$ cat src/hdl/wcs_pkg.sv
package wcs_pkg;

  localparam int unsigned VAL_W = 51;
  localparam int unsigned OWN_W = 8;
  // Wide enough for the sum of a full table of maximal coins.
  localparam int unsigned SUM_W = 57;
  localparam int unsigned KEY_W = VAL_W + OWN_W;
  localparam int unsigned DATA_W = 112;

  localparam int unsigned DEF_COIN_SLOTS = 64;
  localparam int unsigned DEF_ADDRESS_COUNT = 256;

  localparam logic OP_STORE = 1'b0;
  localparam logic OP_SELECT = 1'b1;

  typedef enum logic [1:0] {
    STAT_STORED = 2'd0,
    STAT_PICKED = 2'd1,
    STAT_FULL   = 2'd2,
    STAT_BAD    = 2'd3
  } status_e;

  typedef enum logic [3:0] {
    S_IDLE,
    S_MOD,
    S_STORE,
    S_SCAN,
    S_DECIDE,
    S_MARK,
    S_GSCAN,
    S_GSEL,
    S_GPICK,
    S_GFIN,
    S_SWAP,
    S_ESCAN,
    S_EWAIT,
    S_EREM,
    S_ENEXT,
    S_OUT
  } state_e;

  typedef struct packed {
    logic              valid;
    logic              picked;
    logic [VAL_W-1:0]  value;
    logic [OWN_W-1:0]  owner;
  } slot_t;

endpackage

$ cat src/hdl/wcs_cell.sv
module wcs_cell (
  input  logic           clk_i,
  input  logic           rst_ni,
  input  logic           shift_i,
  input  wcs_pkg::slot_t d_i,
  output wcs_pkg::slot_t q_o
);
  import wcs_pkg::*;

  logic             valid_q;
  logic             picked_q;
  logic [VAL_W-1:0] value_q;
  logic [OWN_W-1:0] owner_q;

  always_ff @(posedge clk_i or negedge rst_ni) begin
    if (!rst_ni) begin
      valid_q  <= 1'b0;
      picked_q <= 1'b0;
    end else if (shift_i) begin
      valid_q  <= d_i.valid;
      picked_q <= d_i.picked;
    end
  end

  always_ff @(posedge clk_i) begin
    if (shift_i) begin
      value_q <= d_i.value;
      owner_q <= d_i.owner;
    end
  end

  assign q_o = '{valid: valid_q, picked: picked_q, value: value_q, owner: owner_q};

endmodule

$ cat config.mk
export PLATFORM = sky130hd
export DESIGN_NAME = wcs_cell
export DESIGN_NICKNAME = d
export VERILOG_FILES = /design/src/hdl/wcs_pkg.sv /design/src/hdl/wcs_cell.sv
export SDC_FILE = /design/constraint.sdc
export NUM_CORES = 1
export LEC_CHECK = 0
export BUFFER_PORTS_ARGS = -buffer_cell sky130_fd_sc_hd__buf_4
export CORE_AREA = 2 2 57 85
export DETAILED_ROUTE_END_ITERATION = 10
export DIE_AREA = 0 0 59 87
export HOLD_SLACK_MARGIN = 0.15
export PLACE_DENSITY = 0.91
export REMOVE_ABC_BUFFERS = 1
export SLEW_MARGIN = 20
export SYNTH_ARGS = -nofsm -noshare
export SYNTH_HDL_FRONTEND = slang
export SYNTH_SLANG_ARGS = --single-unit
$ cat constraint.sdc
create_clock -name clk_i -period 1.58 [get_ports clk_i]
set_clock_uncertainty 0.05 [all_clocks]
set_input_delay 0.079 -clock clk_i [delete_from_list [all_inputs] [get_ports clk_i]]
set_output_delay 0.079 -clock clk_i [all_outputs]
set_load 0.005 [all_outputs]
* After elaboration in Yosys (flattened, before gate mapping)
Index checks and enable logic that the tools add are counted.
** Word-level totals
- Bits in registers :: 61
- Bits of input ports :: 64
- Logic and storage cells :: 4

* Depth between registers and ports, before layout
Gate-level depths: netlist (run 1).
- Depth in word-level cells :: 0
- Depth in mapped cells :: 1

* Least setup slack after synthesis (run 1)
OpenSTA, ideal clock, no wires.
- Path kind :: register -> register
- Start :: register picked_q (netlist name)
- End :: register picked_q
- Arrival :: 0.593 ns
- Setup slack :: 0.812 ns
- Cell stages (with the launch flop) :: 2
- Buffers on the path :: 0
- Period minus slack after synthesis :: 0.768 ns
- Path through :: dfrtp_1 -> mux2_2
** RTL lines
- end signal: assignment :: RTL line wcs_cell.sv:21 : picked_q <= d_i.picked;
- end: declaration :: RTL line wcs_cell.sv:11 : logic picked_q;

* Worst setup path after layout (run 1)
- Start :: input shift_i
- End :: register value_q[11], enable pin
** RTL lines
- start: declaration :: RTL line wcs_cell.sv:4 : input logic shift_i,
- end signal: assignment :: RTL line wcs_cell.sv:27 : value_q <= d_i.value;
- end: declaration :: RTL line wcs_cell.sv:12 : logic [VAL_W-1:0] value_q;
No word-level cell between the ends.

==> results of run 1 <==
==> sequential cells by signal (all words and copies together), names as in the netlist <==
signal    cells
value_q      51
picked_q      1
valid_q       1
owner_q       8
==> final timing paths <==
kind                       slack, ns  startpoint           to  depth (start not counted)
max in group asynchronous       0.76      rst_ni      valid_q                          3
max reg2reg                     0.78     valid_q      valid_q                          1
min reg2reg                     0.48    picked_q     picked_q                          1
min in group asynchronous       0.59      rst_ni     picked_q                          3
max                             0.38     shift_i  value_q[11]                          3
min                             0.43     d_i[40]  value_q[32]                          2
==> stage by stage <==
stage            util  worst slack, ns  std cells  power (mW)
3_3_place_gp   0.6463           0.6343        237       2.342
2_1_floorplan       -           0.7928         63       2.009
6_report       0.8254           0.3763        318       3.531
5_1_grt        0.8254           0.3359        318       3.672
3_5_place_dp   0.6463           0.6003        237       2.364
4_1_cts        0.8249           0.3936        317       3.557
==> layout make-up <==
| class | instances | area, sq um |
|---|---|---|
| Antenna cell | 1 | 2.502 |
| Clock buffer | 12 | 135.1 |
| Sequential cell | 61 | 1822 |
| Fill cell | 232 | 773.2 |
| Timing Repair Buffer | 190 | 1599 |
| Tap cell | 48 | 60.06 |
| Multi-Input combinational cell | 2 | 22.52 |
| Clock inverter | 4 | 15.01 |
==> critical path: cells and delay by family <==
family   cells  cell delay, ns
buf+inv      3            1.08
==> cell usage after synthesis <==
library cell,count
sky130_fd_sc_hd__dfrtp_1,2
sky130_fd_sc_hd__mux2_2,2
sky130_fd_sc_hd__buf_4,2
sky130_fd_sc_hd__edfxtp_1,59
==> routing by layer <==
| layer | vias up | global-route usage |
|---|---|---|
| met1 | 685 | 0.2043 |
| met3 | 16 | 0.07875 |
| met4 | 0 | 0.1364 |
| li1 | 659 | - |
| met5 | - | 0 |
| met2 | 71 | 0.4152 |
==> power by group <==
group	internal, mW	switching [mW]	leakage, nW
logic	0.351	0.156	0.885
registers	1.92	0.0425	0.601
clock network	0.549	0.513	0.0745
total	2.82	0.712	1.56
==> kinds of logic after synthesis <==
| group | Yosys count |
|---|---|
| DFF | 61 |
| buffers and inverters | 2 |
| muxes | 2 |
==> flow_summary.yaml, run 1 <==
logic_synthesis:
  avgSynthCellArea_sq_um: 28.60
  post_synth_instance_area_sq_um: 1859
  yosys_register_bits: 61
  yosys_warnings: 0
  synth.distinct_cells: 4
  synth.area.top_cells: "sky130_fd_sc_hd__edfxtp_1 (95%), sky130_fd_sc_hd__dfrtp_1 (2.7%), sky130_fd_sc_hd__mux2_2 (1.2%)"
  synthMuxAreaShare: 0.01211
  yosys.area.top_type_share: 0.9529
  synth_xor_xnor_area_share: 0
  largest_family_of_logic_cells_by_synthesized_area: "multiplexers"
  compound_gate_portion_of_the_synthesized_area: 0
  yosysSeqAreaShare: 0.9798
  synth_area_leader_cell: "sky130_fd_sc_hd__edfxtp_1"
  post_synth_and_or_nand_nor_area_fraction: 0
  synthAdderAreaFrac: 0
  syn-instance-count: 65
global_route:
  vias_in_the_first_global_route: 1616
  maximum_number_of_pins_on_one_net_before_global_route_repair: 31
  grt-ovfl-total: 0
  grt_use_total: 0.2269
  wire_length_of_the_first_global_routing_pass_microns: 7914
  grt_antenna_before_repair: 1
sta:
  grt_setup_unrepaired: "false"
  max_slew_margin: 0.8285
  hold-worst-slack_ns: 0.4264
  report.final.slew_viol_count: 0
  fin_tns_setup_ns: 0
  report.final.setup_viol: 0
  finalCriticalPeriod_ns: 1.204
  fmax_mhz: 830.8
  post-route-period-util: 0.7618
  hold_violations: 0
  max_slew.worst_pin.slew_ns: 0.2572
clock_network:
  ctsLongestPathBuffers: 2
  htree_levels: 3
  cts-buffers-inserted: 9
  cts-resized-gates: 0
  cts_setup_buffers: 0
  cts_clock_pin_slew_for_the_worst_setup_and_hold_paths_ns: 0.06
  tritoncts: "done"
  clockRootBuffer: "sky130_fd_sc_hd__clkbuf_8"
  cts_num_sinks: 61
  worstSkewPairLatency_ns: 0.32
  cts_stage_hold_buffer_count: 64
worst_setup_path:
  critical_path.slowest_cell: "sky130_fd_sc_hd__dlygate4sd3_1"
  path_max_fanout: 19
  crit_path_start_kind: "input pin"
  most_common_cell_on_crit_path: "sky130_fd_sc_hd__buf_4"
  timing.critical_path.slowest_cell_delay_ns: 0.53
  cp_data_arrival_time_ns: 1.16
  worstPathRequired_ns: 1.54
  setup_crit_end_kind: "register"
  critical_path_cell_by_cell: "dlygate4sd3_1, buf_4, buf_4"
  worst-setup-path-type: "in2reg"
floorplan:
  core_sq_um: 4429
  die_x_microns: 59
  die_area_sq_um: 5133
  die_y_microns: 87
  std_cell_rows: 30
  num_io_pins: 125
  floorplan.initialDensity: 0.4198
power:
  static-leakage-power_nw: 1.561
  power_density_nw_per_um2: 965.8
  ir_drop_v: 0.0007958
layout:
  layout_commonest_cell: "sky130_fd_sc_hd__buf_4"
  area_growth_syn_to_layout_pct: 96.64
  fin_area_sq_um: 3656
  num-nets-final: 328
  fraction_of_layout_cells_with_a_size_suffix_above_1: 0.5093
  mostFrequentLayoutCells: "sky130_fd_sc_hd__buf_4 (125), sky130_fd_sc_hd__dlygate4sd3_1 (64), sky130_fd_sc_hd__edfxtp_1 (59)"
routing:
  postRouteWirelength_microns: 5408
  num_vias: 1431
  wirelength_met1_microns: 1612
  route.detailed.vias_per_inst: 4.500
  drt_pre_antenna_iters: 4
  routed-wl-met2_microns: 3263
  route.top_layer_used: "met4"
  postRouteAntennaNets: 0
  routed-wl-met3_microns: 307
  drc_errors: 0
  drtIter0Drc: 31
  routedWlPerCell_microns: 17.01
worst_hold_path:
  min_path_type: "in2reg"
placed_design:
  finalWeightedCongestion: 0.7301
  placedInstanceArea_sq_um: 2863
  port-buffer-count: 124
flow_run:
  drv_cap: 0
run_status:
  run_status: "complete, no violations"
Power figures use the tool's default switching activity.
==> run 2: changes to the inputs <==
Settings changed: CORE_AREA 2 2 57 85 to 2 2 62 94, DIE_AREA 0 0 59 87 to 0 0 64 96, PLACE_DENSITY 0.91 to 0.81.
Clock period 1.58 ns to 1 ns, I/O delays scaled along.
==> run 2 against run 1 <==
Against the previous run:
- largest power group unchanged
- die area is 20% higher
- sequential power is 58% higher
- the run now ends with hold timing left
- hold slack worse by 0.47 ns
- non-clock buffer count stayed put
- critical endpoint is now q_o[48]
- power is 65% higher
==> flow_summary.yaml, run 2 (synthesis gave the netlist of run 1 again) <==
clock_network:
  cts_clock_pin_slew_for_the_worst_setup_and_hold_paths_ns: 0.06
  cts-buffers-inserted: 9
  tritoncts: "done"
  cts_num_sinks: 61
  htree_levels: 3
  cts_stage_hold_buffer_count: 63
  clockRootBuffer: "sky130_fd_sc_hd__clkbuf_8"
  ctsLongestPathBuffers: 2
  worstSkewPairLatency_ns: 0.33
  cts_setup_buffers: 0
layout:
  num-nets-final: 328
  fin_area_sq_um: 3725
  mostFrequentLayoutCells: "sky130_fd_sc_hd__buf_4 (122), sky130_fd_sc_hd__dlygate4sd3_1 (63), sky130_fd_sc_hd__edfxtp_1 (59)"
  area_growth_syn_to_layout_pct: 100.3
  fraction_of_layout_cells_with_a_size_suffix_above_1: 0.5279
  largest_register_by_flop_count: "value_q"
  antenna_cells: 0
  number_of_flip_flops_in_the_largest_register: 51
  layout_commonest_cell: "sky130_fd_sc_hd__buf_4"
  finish.utilization: 0.6993
  reg.largest.list: "value_q x51, owner_q x8"
sta:
  report.final.slew_viol_count: 0
  grt_setup_unrepaired: "true"
  post-route-period-util: 0.9776
  setup_slack_ns: 0.02238
  hold_violations: 2
  report.final.setup_viol: 0
  fmax_mhz: 1023
  max_slew_margin: 0.8758
  finalCriticalPeriod_ns: 0.9776
  hold-worst-slack_ns: -0.04775
  max_slew.worst_pin.slew_ns: 0.1863
placed_design:
  placedInstanceArea_sq_um: 2898
  port-buffer-count: 124
  place_hpwl_microns: 3105
  worst_slack_at_placement_ns: 0.1869
  finalWeightedCongestion: 0.6264
floorplan:
  std_cell_rows: 33
  core_sq_um: 5326
  die_y_microns: 96
  die_x_microns: 64
  die_area_sq_um: 6144
  num_io_pins: 125
  floorplan.initialDensity: 0.3491
global_route:
  vias_in_the_first_global_route: 1504
  wire_length_of_the_first_global_routing_pass_microns: 7148
  grt_use_total: 0.1695
  maximum_number_of_pins_on_one_net_before_global_route_repair: 36
  grt-ovfl-total: 0
  grt_antenna_before_repair: 0
power:
  pwr-share-clk: 0.331
  power_frac_seq: 0.531
  ir_drop_v: 0.001174
  static-leakage-power_nw: 1.585
  p_int_mw: 4.695
  power_density_nw_per_um2: 1566
  p_switching_mw: 1.138
  switching_share: 0.1951
  total_power_mw: 5.832
  power.combinational.fraction: 0.138
flow_run:
  drv_cap: 0
worst_setup_path:
  setup.reg_to_reg.worst_slack_ns: 0.16
  worstPathRequired_ns: 0.90
  critical_path.slowest_cell: "sky130_fd_sc_hd__edfxtp_1"
  timing.critical_path.slowest_cell_delay_ns: 0.41
  critical_path_cell_by_cell: "buf_6"
  setup_crit_end_kind: "primary output"
  crit_path_start_kind: "register"
  timing.critical_path.max_delay_family: "flip-flops"
  worst-setup-path-type: "reg2out"
  path_max_fanout: 1
  worst-path-buf-inv: 1
  cp_data_arrival_time_ns: 0.88
routing:
  route.detailed.vias_per_inst: 4.086
  drc_errors: 0
  drt_pre_antenna_iters: 4
  num_vias: 1385
  drtIter0Drc: 45
  postRouteWirelength_microns: 5133
  routedWlPerCell_microns: 15.14
  postRouteAntennaNets: 0
run_status:
  run_status: "complete, but fails checks"
  violated_checks: "hold timing"
worst_hold_path:
  min_path_type: "in2reg"
-- run 2: power by group through the flow --
stage	logic [mW]	registers [mW]	clock network, mW
floorplan	0.00843	3.17	0
global placement	0.582	3.13	0
detailed placement	0.592	3.14	0
CTS	0.792	3.09	1.98
global route	0.855	3.12	2.08
finish	0.805	3.10	1.93
-- run 2: layout make-up --
type,instances,area (sq um)
Clock buffer,15,176.4
Clock inverter,1,5.005
Fill cell,338,1602
Multi-Input combinational cell,2,22.52
Sequential cell,61,1822
Tap cell,70,87.58
Timing Repair Buffer,190,1612
-- run 2: per-stage QoR --
step                setup TNS (ns)  hold slack (ns)  std cells
finish                           0         -0.04775        339
global route              -0.07907         -0.06003        339
CTS                              0         -0.05676        339
detailed placement               0          -0.2141        260
global placement                 0          -0.2165        260
floorplan                        0          -0.2956         63
-- run 2: timing repair --
| action | CTS | global route |
|---|---|---|
| endpoints found under the setup margin | 0 | 7 |
| hold endpoints to repair | 74 | 13 |
| gates resized for setup | 0 | 4 |
-- run 2: worst paths after layout --
check                       startpoint  cells after the start           to
max reg2reg                    valid_q                      1      valid_q
max in group asynchronous       rst_ni                      3     picked_q
max                        value_q[40]                      1      q_o[48]
min reg2reg                   picked_q                      1     picked_q
min in group asynchronous       rst_ni                      3      valid_q
min                            shift_i                      1  value_q[30]
-- run 2: routing by layer --
metal	global-route usage	up-vias	part of all wire
met5	0	-	0
met4	0.09420	0	0.017
met3	0.06667	8	0.062
met2	0.3316	64	0.61
met1	0.1391	657	0.31
li1	-	656	-
