`config.mk`:
```
export PLATFORM = sky130hd
export DESIGN_NAME = wcs_ctrl
export DESIGN_NICKNAME = d
export VERILOG_FILES = /design/src/hdl/wcs_pkg.sv /design/src/hdl/wcs_ctrl.sv
export SDC_FILE = /design/constraint.sdc
export NUM_CORES = 2
export LEC_CHECK = 0
export ABC_CLOCK_PERIOD_IN_PS = 8890
export BUFFER_PORTS_ARGS = -buffer_cell sky130_fd_sc_hd__buf_2
export CORE_MARGIN = 5
export CORE_UTILIZATION = 45
export DETAILED_ROUTE_END_ITERATION = 10
export PLACE_DENSITY = 0.65
export SLEW_MARGIN = 20
export SYNTH_ARGS = -nofsm -noshare
export SYNTH_HDL_FRONTEND = slang
export SYNTH_SLANG_ARGS = --single-unit
```
`constraint.sdc`:
```
create_clock -name clk_i -period 8.89 [get_ports clk_i]
set_input_delay 1.778 -clock clk_i [delete_from_list [all_inputs] [get_ports clk_i]]
set_output_delay 1.778 -clock clk_i [all_outputs]
set_load 0.01 [all_outputs]
```
`src/hdl/wcs_pkg.sv`:
```
package wcs_pkg;

  localparam int unsigned VAL_W = 51;
  localparam int unsigned OWN_W = 8;
  // Wide enough for the sum of a full table of maximal coins.
  localparam int unsigned SUM_W = 57;
  localparam int unsigned KEY_W = VAL_W + OWN_W;
  localparam int unsigned DATA_W = 112;

  localparam int unsigned DEF_COIN_SLOTS = 64;
  localparam int unsigned DEF_ADDRESS_COUNT = 256;

  localparam logic OP_STORE = 1'b0;
  localparam logic OP_SELECT = 1'b1;

  typedef enum logic [1:0] {
    STAT_STORED = 2'd0,
    STAT_PICKED = 2'd1,
    STAT_FULL   = 2'd2,
    STAT_BAD    = 2'd3
  } status_e;

  typedef enum logic [3:0] {
    S_IDLE,
    S_MOD,
    S_STORE,
    S_SCAN,
    S_DECIDE,
    S_MARK,
    S_GSCAN,
    S_GSEL,
    S_GPICK,
    S_GFIN,
    S_SWAP,
    S_ESCAN,
    S_EWAIT,
    S_EREM,
    S_ENEXT,
    S_OUT
  } state_e;

  typedef struct packed {
    logic              valid;
    logic              picked;
    logic [VAL_W-1:0]  value;
    logic [OWN_W-1:0]  owner;
  } slot_t;

endpackage

```
`src/hdl/wcs_ctrl.sv`:
```
module wcs_ctrl #(
  parameter int unsigned COIN_SLOTS    = wcs_pkg::DEF_COIN_SLOTS,
  parameter int unsigned ADDRESS_COUNT = wcs_pkg::DEF_ADDRESS_COUNT
) (
  input  logic                       clk_i,
  input  logic                       rst_ni,
  input  logic                       in_valid_i,
  output logic                       in_ready_o,
  input  logic                       op_i,
  input  logic [wcs_pkg::VAL_W-1:0]  coin_value_i,
  input  logic [wcs_pkg::OWN_W-1:0]  owner_index_i,
  input  logic [wcs_pkg::VAL_W-1:0]  amount_i,
  input  wcs_pkg::slot_t             head_i,
  output wcs_pkg::slot_t             wb_o,
  output logic                       shift_o,
  output logic                       out_valid_o,
  input  logic                       out_ready_i,
  output wcs_pkg::status_e           status_o,
  output logic [wcs_pkg::OWN_W-1:0]  picked_owner_o,
  output logic [wcs_pkg::VAL_W-1:0]  picked_value_o,
  output logic [wcs_pkg::VAL_W-1:0]  total_sum_o,
  output logic                       last_o
);
  import wcs_pkg::*;

  localparam int unsigned IW = $clog2(COIN_SLOTS);
  localparam int unsigned CW = $clog2(COIN_SLOTS + 1);

  state_e state_q, state_d;

  logic [IW-1:0]    cnt_q;
  logic             done_q;
  logic [VAL_W-1:0] amt_q, val_q;
  logic [OWN_W-1:0] own_q;
  logic [SUM_W-1:0] bal_q, lsum_q;
  logic [CW-1:0]    nlow_q, npick_q;
  logic             ex_f_q, lg_f_q, ge_f_q, mx_f_q, em_f_q, bnd_inf_q, mode_low_q;
  logic [OWN_W-1:0] ex_own_q;
  logic [KEY_W-1:0] lg_key_q, ge_key_q, mx_key_q, pk_key_q, bnd_q, em_key_q;
  logic [VAL_W:0]   gsum_q;
  logic [VAL_W-1:0] total_q;
  status_e          stat_q;

  logic             o_valid_q, o_last_q;
  status_e          o_st_q;
  logic [OWN_W-1:0] o_own_q;
  logic [VAL_W-1:0] o_val_q, o_sum_q;

  logic             accept, pass_end, own_ok;
  logic [KEY_W-1:0] e_key, e_okey;
  logic             lt_amt, eq_amt, cand;
  logic [VAL_W-1:0] rem;
  logic [VAL_W:0]   gsum_add;
  logic             hit_pk, hit_lg, hit_em;
  logic             bad_amt;
  logic [SUM_W-1:0] amt_ext;

  assign accept   = in_valid_i && in_ready_o;
  assign pass_end = (cnt_q == IW'(COIN_SLOTS - 1));
  assign own_ok   = ({1'b0, own_q} < 9'(ADDRESS_COUNT));
  assign e_key    = {head_i.value, head_i.owner};
  assign e_okey   = {head_i.owner, head_i.value};
  assign lt_amt   = head_i.value < amt_q;
  assign eq_amt   = head_i.value == amt_q;
  assign rem      = amt_q - gsum_q[VAL_W-1:0];
  assign cand     = head_i.valid && !head_i.picked && lt_amt && (bnd_inf_q || e_key <= bnd_q);
  assign gsum_add = gsum_q + {1'b0, pk_key_q[KEY_W-1:OWN_W]};
  assign hit_pk   = head_i.valid && !head_i.picked && (e_key == pk_key_q) && !done_q;
  assign hit_lg   = head_i.valid && (e_key == lg_key_q) && !done_q;
  assign hit_em   = head_i.valid && head_i.picked && (e_okey == em_key_q) && !done_q;
  assign amt_ext  = {{(SUM_W-VAL_W){1'b0}}, amt_q};
  assign bad_amt  = (amt_q == '0) || (bal_q < amt_ext);

  // Next state.
  always_comb begin
    state_d = state_q;
    unique case (state_q)
      S_IDLE:   if (accept) state_d = (op_i == OP_SELECT) ? S_SCAN : S_MOD;
      S_MOD:    if (own_ok) state_d = S_STORE;
      S_STORE:  if (pass_end) state_d = S_OUT;
      S_SCAN:   if (pass_end) state_d = S_DECIDE;
      S_DECIDE: begin
        priority if (bad_amt) state_d = S_OUT;
        else if (ex_f_q) state_d = S_MARK;
        else if (lsum_q == amt_ext) state_d = S_MARK;
        else if (lsum_q < amt_ext) state_d = lg_f_q ? S_MARK : S_OUT;
        else state_d = S_GSCAN;
      end
      S_MARK:   if (pass_end) state_d = S_ESCAN;
      S_GSCAN:  if (pass_end) state_d = S_GSEL;
      S_GSEL:   state_d = mx_f_q ? S_GPICK : S_GFIN;
      S_GPICK:  if (pass_end) state_d = (gsum_add >= {1'b0, amt_q}) ? S_GFIN : S_GSCAN;
      S_GFIN:   state_d = (lg_f_q && gsum_q > {1'b0, lg_key_q[KEY_W-1:OWN_W]}) ? S_SWAP : S_ESCAN;
      S_SWAP:   if (pass_end) state_d = S_ESCAN;
      S_ESCAN:  if (pass_end) state_d = S_EWAIT;
      S_EWAIT:  if (!o_valid_q) state_d = S_EREM;
      S_EREM:   if (pass_end) state_d = S_ENEXT;
      S_ENEXT:  state_d = (npick_q == '0) ? S_IDLE : S_ESCAN;
      S_OUT:    if (!o_valid_q) state_d = S_IDLE;
      default:  state_d = S_IDLE;
    endcase
  end

  // State outputs.
  always_comb begin
    in_ready_o = (state_q == S_IDLE);
    unique case (state_q)
      S_STORE, S_SCAN, S_MARK, S_GSCAN, S_GPICK, S_SWAP, S_ESCAN, S_EREM: shift_o = 1'b1;
      default: shift_o = 1'b0;
    endcase
  end

  // Write-back of the entry leaving the head of the ring.
  always_comb begin
    wb_o = head_i;
    unique case (state_q)
      S_STORE: begin
        if (!head_i.valid && !done_q) begin
          wb_o.valid = 1'b1;
          wb_o.value = val_q;
          wb_o.owner = own_q;
        end
      end
      S_MARK: begin
        if (mode_low_q) begin
          if (head_i.valid && lt_amt) wb_o.picked = 1'b1;
        end else if (hit_pk) begin
          wb_o.picked = 1'b1;
        end
      end
      S_GPICK: if (hit_pk) wb_o.picked = 1'b1;
      S_SWAP:  if (head_i.valid) wb_o.picked = hit_lg;
      S_EREM: begin
        if (hit_em) begin
          wb_o.valid  = 1'b0;
          wb_o.picked = 1'b0;
        end
      end
      default: wb_o = head_i;
    endcase
  end

  always_ff @(posedge clk_i or negedge rst_ni) begin
    if (!rst_ni) begin
      state_q   <= S_IDLE;
      cnt_q     <= '0;
      done_q    <= 1'b0;
      o_valid_q <= 1'b0;
    end else begin
      state_q <= state_d;
      if (shift_o) cnt_q <= pass_end ? '0 : cnt_q + 1'b1;
      if (shift_o && pass_end) begin
        done_q <= 1'b0;
      end else if (shift_o && (state_q == S_STORE) && !head_i.valid) begin
        done_q <= 1'b1;
      end else if ((state_q == S_MARK && !mode_low_q && hit_pk) ||
                   (state_q == S_GPICK && hit_pk) ||
                   (state_q == S_SWAP && hit_lg) ||
                   (state_q == S_EREM && hit_em)) begin
        done_q <= 1'b1;
      end
      if (out_valid_o && out_ready_i) begin
        o_valid_q <= 1'b0;
      end else if ((state_q == S_OUT && !o_valid_q) || (state_q == S_EREM && hit_em)) begin
        o_valid_q <= 1'b1;
      end
    end
  end

  always_ff @(posedge clk_i) begin
    unique case (state_q)
      S_IDLE: begin
        amt_q     <= amount_i;
        val_q     <= coin_value_i;
        own_q     <= owner_index_i;
        bal_q     <= '0;
        lsum_q    <= '0;
        nlow_q    <= '0;
        ex_f_q    <= 1'b0;
        lg_f_q    <= 1'b0;
        ge_f_q    <= 1'b0;
        mx_f_q    <= 1'b0;
        em_f_q    <= 1'b0;
        bnd_inf_q <= 1'b1;
        gsum_q    <= '0;
      end
      S_MOD: if (!own_ok) own_q <= own_q - OWN_W'(ADDRESS_COUNT);
      S_STORE: if (pass_end) stat_q <= (done_q || !head_i.valid) ? STAT_STORED : STAT_FULL;
      S_SCAN: begin
        if (head_i.valid) begin
          bal_q <= bal_q + SUM_W'(head_i.value);
          if (eq_amt) begin
            if (!ex_f_q || head_i.owner < ex_own_q) ex_own_q <= head_i.owner;
            ex_f_q <= 1'b1;
          end else if (lt_amt) begin
            lsum_q <= lsum_q + SUM_W'(head_i.value);
            nlow_q <= nlow_q + 1'b1;
          end else begin
            if (!lg_f_q || e_key < lg_key_q) lg_key_q <= e_key;
            lg_f_q <= 1'b1;
          end
        end
      end
      S_DECIDE: begin
        stat_q     <= STAT_BAD;
        mode_low_q <= !bad_amt && !ex_f_q && (lsum_q == amt_ext);
        priority if (bad_amt) begin
          npick_q <= CW'(1);
        end else if (ex_f_q) begin
          npick_q  <= CW'(1);
          pk_key_q <= {amt_q, ex_own_q};
          total_q  <= amt_q;
        end else if (lsum_q == amt_ext) begin
          npick_q <= nlow_q;
          total_q <= amt_q;
        end else if (lsum_q < amt_ext) begin
          npick_q  <= CW'(1);
          pk_key_q <= lg_key_q;
          total_q  <= lg_key_q[KEY_W-1:OWN_W];
        end else begin
          npick_q <= '0;
        end
      end
      S_GSCAN: begin
        if (cand) begin
          if (head_i.value >= rem && (!ge_f_q || e_key < ge_key_q)) begin
            ge_key_q <= e_key;
            ge_f_q   <= 1'b1;
          end
          if (!mx_f_q || e_key > mx_key_q) begin
            mx_key_q <= e_key;
            mx_f_q   <= 1'b1;
          end
        end
      end
      S_GSEL: begin
        // Smallest candidate that covers the rest, else the largest one.
        pk_key_q <= ge_f_q ? ge_key_q : mx_key_q;
        ge_f_q   <= 1'b0;
        mx_f_q   <= 1'b0;
      end
      S_GPICK: begin
        if (pass_end) begin
          gsum_q    <= gsum_add;
          bnd_q     <= pk_key_q;
          bnd_inf_q <= 1'b0;
          npick_q   <= npick_q + 1'b1;
        end
      end
      S_GFIN: begin
        if (lg_f_q && gsum_q > {1'b0, lg_key_q[KEY_W-1:OWN_W]}) begin
          total_q <= lg_key_q[KEY_W-1:OWN_W];
          npick_q <= CW'(1);
        end else begin
          total_q <= gsum_q[VAL_W] ? {VAL_W{1'b1}} : gsum_q[VAL_W-1:0];
        end
      end
      S_ESCAN: begin
        if (head_i.valid && head_i.picked && (!em_f_q || e_okey < em_key_q)) begin
          em_key_q <= e_okey;
          em_f_q   <= 1'b1;
        end
      end
      S_EREM: begin
        if (hit_em) begin
          o_st_q  <= STAT_PICKED;
          o_own_q <= head_i.owner;
          o_val_q <= head_i.value;
          o_sum_q <= total_q;
          o_last_q <= (npick_q == CW'(1));
          npick_q <= npick_q - 1'b1;
        end
      end
      S_ENEXT: em_f_q <= 1'b0;
      S_OUT: begin
        if (!o_valid_q) begin
          o_st_q   <= stat_q;
          o_own_q  <= (stat_q == STAT_STORED) ? own_q : '0;
          o_val_q  <= (stat_q == STAT_STORED) ? val_q : '0;
          o_sum_q  <= '0;
          o_last_q <= 1'b1;
        end
      end
      default: begin
      end
    endcase
  end

  assign out_valid_o    = o_valid_q;
  assign status_o       = o_st_q;
  assign picked_owner_o = o_own_q;
  assign picked_value_o = o_val_q;
  assign total_sum_o    = o_sum_q;
  assign last_o         = o_last_q;

endmodule

```
# Yosys cells after proc, flatten, opt, wreduce, memory -nomap -nowiden
# Memory sizes are Yosys's and may differ from the RTL's.
# Cells that the tools add are included.
totals:
  rom_bits: 16
  out_inout_bits: 177
  register_bits: 837
  in_bits: 176
  n_memories: 1
memory_table:
  columns: ["memory", "depth", "word_bits", "read_ports", "rd_ports_with_merged_regs", "wr", "line", "source"]
  rows:
  - ["(name not given)", 16, 1, 1, 0, 0, "wcs_ctrl.sv:107", "unique case (state_q)"]
op_classes:
  eq_ne: 47
  order_cmp: 12
  n_bitwise: 2
  n_reduce_logical: 89
  n_addsub: 8
  mux: 107
op_table:
  columns: ["operator", "n"]
  rows:
  - ["$mux 51", 11]
  - ["$mux 59", 7]
  - ["$pmux 51 s2", 3]
  - ["$mux 57", 4]
  - ["$pmux 57 s2", 2]
  - ["$eq 59x59->1", 3]
  - ["$lt 59x59->1", 3]
  - ["$pmux 59 s2", 1]
  - ["$add 57x51->57", 2]
  - ["$lt 57x51->1", 2]
  - ["$pmux 52 s2", 1]
  - ["$mux 4", 17]
  - ["$mux 7", 9]
  - ["$pmux 4 s15", 1]
  - ["$gt 59x59->1", 1]
  - ["$le 59x59->1", 1]
  - ["$eq 57x51->1", 1]
  - ["$add 52x51->52", 1]
  - ["$ge 52x51->1", 1]
  - ["$gt 52x51->1", 1]
  - ["$mux 52", 1]
  - ["$eq 51x51->1", 1]
  - ["$ge 51x51->1", 1]
  - ["$logic_not 51->1", 1]
  - ["other kinds (42)", 189]

# Longest topological paths before layout
logic_depth:
  depth_word: 11
  mapped_depth: 22
  depth_no_buf: 22

# Worst setup path before layout
# OpenSTA, ideal clock, no wires.
synth_timing:
  path_kind: "input port to flip-flop"
  start: "input head_i[44] (netlist bit)"
  end: "register o_last_q, in the netlist last_o, enable pin"
  n_path_buf: 0
  setup_slack_ps: -120
  path_stages: 6
  t_required_ps: 8267
  arrival_ps: 8388
  setup_ps: 623
  path_cell_list: "ha_1 -> nand2_1 -> nor4_1 -> and3_1 -> nand4_1 -> a21oi_1"
synth_via:
  elab_chain_cells: 5
synth_lines:
  columns: ["element", "line", "source"]
  rows:
  - ["start, declared", "wcs_ctrl.sv:13", "input wcs_pkg::slot_t head_i,"]
  - ["$eq 59x59->1", "wcs_ctrl.sv:70", "assign hit_em = head_i.valid && head_i.picked && (e_okey == em_key_q) && !done_q;"]
  - ["$logic_and 1x1->1 (2 in a row)", "wcs_ctrl.sv:70", null]
  - ["$ne 2x2->1 (no source line)", null, null]
  - ["$reduce_and 3->1 (no source line)", null, null]
  - ["end signal, assigned", "wcs_ctrl.sv:270", "o_last_q <= (npick_q == CW'(1));"]
  - ["end, declared", "wcs_ctrl.sv:44", "logic o_valid_q, o_last_q;"]
# Every way passes these cells.
# A chain may end at the register's enable or synchronous reset.

==> impl_metrics.csv <==
group,metric,value,unit
critical_path,crit_path_max_fanout,11,
route,drtAntennaViolNets,0,
finish,areaGrowthSynthToFinish,12.2,%
worst_hold_path,worstHoldPathType,"flop to flop",
floorplanning,core_area,131000,µm²
critical_path,crit_path_start_kind,"input port",
critical_path,r2r_start,"amt_q[0]",
route,vias,49900,
critical_path,critPathCaptureType,"output pin",
global_route,overflow,0,
logic_synthesis,netlist_instances,5824,
logic_synthesis,ys_seq_elements,837,
global_route,grt_pass1_vias,47100,
timing,skew,0.0328,ns
critical_path,cp.arrival,5.36,ns
critical_path,reg2reg_depth,19,
logic_synthesis,ys_top_cells_by_area,"edfxtp_1 42%, ha_1 17%, a21oi_1 3.7%, a21o_1 3.5%, inv_1 3.3%",
floorplanning,die_h,373,µm
timing,relSlewSlack,18.2,%
global_route,antenna_found_initial,12,
logic_synthesis,yosys_warnings,0,
route,via_per_inst,6.22,
logic_synthesis,ys_seq_area_share,42.4,%
floorplanning,die_x,373,µm
clock_network,htreeDepth,3,
clock_network,cts-root-buf,"clkbuf_16",
placed_design,hpwl,167,mm
critical_path,rr_endpoint,"ge_key_q[24]",
worst_hold_path,hp-start,"pk_key_q[5]",
logic_synthesis,syn_avg_cell_area,10.2,µm²
timing,rsz0062_at_grt,"no",
timing,fmax,0.140,GHz
pwr,power_density,175,nW/µm²
floorplanning,die-area,139000,µm²
route,drt-initial-drc-count,5743,
placed_design,io_buffers,352,
timing,final-setup-viol-count,0,
floorplanning,start_util,45.1,%
clock_network,cts_sinks,837,
floorplanning,ioPinCount,353,
global_route,grt_pass1_wl,310,mm
clock_network,post-cts-setup-buffer-count,0,
worst_hold_path,hold_depth,0,
critical_path,rrSetupSlack,1.78,ns
route,totalWireLength,217,mm
clock_network,cts_tree,"done",
run,drv_cap,0,
status,status,"completed",
finish,drive_gt1_share,10.8,%
placed_design,globalplace.congestion,1.05,
logic_synthesis,yosysMostFrequentCell,"edfxtp_1",
route,drt-wirelength-per-cell,27.1,µm
critical_path,cp.required,7.11,ns
logic_synthesis,async_flop_share,1.43,%
route,drc,0,
clock_network,clock_latency,0.74,ns
logic_synthesis,synth_area,59200,µm²
logic_synthesis,synth_top_cell_area_share,41.9,%
timing,hold_ws,0.462,ns
clock_network,cts_made_buffers,99,
clock_network,cts_hold_buf,0,
clock_network,cts_buffer_depth,3,
finish,fin_util,50.6,%
pwr,peakVddDrop,170,µV
floorplanning,rows,133,
critical_path,setup.worst_path.class,"input port to output pin",
logic_synthesis,synth_cell_types,86,
clock_network,postCtsResizedCells,0,
global_route,grt_use_total,30.3,%
clock_network,path_clk_slew,0.06,ns
timing,tightest_slew,1.22,ns
logic_synthesis,yosysTopAreaCell,"edfxtp_1",
logic_synthesis,ys.flop_type,"edfxtp_1",
timing,setup_tns,0,ns
worst_hold_path,hold_path_end,"bnd_q[5]",
finish,nNetsFinal,7170,
timing,hold_viol_final,0,
timing,drv_slew,0,
logic_synthesis,synth_edf_count,825,
global_route,grt_max_degree,96,
pwr,cellLeakagePower,28.3,nW
timing,period_needed,7.14,ns
logic_synthesis,synth_commonest_cells,"825 x edfxtp_1, 818 x ha_1, 516 x inv_1, 455 x nor2_1, 434 x a21oi_1",
logic_synthesis,synth_fp_nets,6822,
timing,min_period_over_period,80.3,%
route,drt_first_pass_iters,6,
==> state kept, by name (all words and copies together) (netlist names), 8 cells and up <==
name,count
picked_owner_o,8
lsum_q,57
bal_q,57
pk_key_q,59
em_key_q,59
mx_key_q,59
own_q,8
ex_own_q,8
gsum_q,52
total_q,51
ge_key_q,59
picked_value_o,51
bnd_q,59
total_sum_o,51
amt_q,51
val_q,51
lg_key_q,59
==> final cells by class <==
class	count	area (µm²)
inverter	518	1950
clock buffer	129	2660
clock inverter	55	596
tap	1755	2200
multi-input combinational	4296	31600
antenna	5	12.5
timing repair buffer	420	2270
fill	11900	64700
sequential	837	25100
==> cell usage in the layout, fill, tap and decap left out, types with 101 or more instances in the layout <==
master	synthesis	routed
a211oi_1	107	107
inv_1	516	515
edfxtp_1	825	825
and2_1	108	108
nand3_1	102	101
ha_1	818	818
nand4_1	154	154
xnor2_1	101	101
a21oi_1	434	431
buf_2	16	352
xor2_1	120	119
clkbuf_16	0	101
o21ai_0	272	269
a21o_1	277	277
nor2_1	455	451
nand2_1	360	356
==> how the worst max path moves through the flow <==
| stage | start | to | slack (ns) | cells past startpoint |
|---|---|---|---|---|
| 2_1_floorplan | head_i[53] | lg_key_q[0] | 0.31 | 8 |
| 3_3_place_gp | head_i[0] | wb_o[59] | 1.48 | 10 |
| 3_5_place_dp | amt_q[10] | ge_key_q[24] | 2.00 | 18 |
| 4_1_cts | amt_q[10] | ge_key_q[24] | 1.93 | 18 |
| 5_1_grt | amt_q[0] | ge_key_q[24] | 1.59 | 23 |
| 6_report | head_i[0] | wb_o[59] | 1.75 | 10 |
==> kinds of logic after synthesis <==
kind of cell | after synthesis | synth area share (%)
compound gates | 1551 | 17.2
xor+xnor | 221 | 3.27
fa+ha+maj | 822 | 17.4
buf+inv | 691 | 4.46
flops | 837 | 42.4
mux | 125 | 2.23
simple gates | 1577 | 13.0
==> metrics by stage <==
stage	worst slack, ns	total power (W)	cells	area, µm²
after global routing	1.59	0.0121	8011	66400
after CTS	1.93	0.0116	8010	66400
final	1.75	0.0116	8015	66400
after floorplan	0.315	0.00669	5824	59200
after global placement	1.48	0.00737	7826	63100
after detailed placement	2.00	0.00744	7826	63100
==> critical path, cell delays in order <==
cell and delay (ns):
buf_2 0.24, xor2_1 0.20, nor4_2 0.88, nand4_1 0.33, nor4_1 1.00, or2_2 0.27, a21o_1 0.13, o31ai_1 0.06
a2bb2oi_1 0.27, buf_2 0.19
==> power breakdown <==
| group | switching [W] | internal, W | total [W] |
|---|---|---|---|
| logic | 0.00159 | 0.00107 | 0.00267 |
| registers | 0.000139 | 0.00462 | 0.00476 |
| clock network | 0.00175 | 0.00243 | 0.00418 |
| total | 0.00349 | 0.00813 | 0.0116 |
==> metal layers <==
metal	vias up	share of wire, %	track usage, %
met5	-	0.056	0.570
met4	4	4.6	13.0
met3	454	12	7.57
met2	2766	42	45.0
met1	24100	41	42.1
li1	22500	-	-
(Power assumes the default switching activity.)
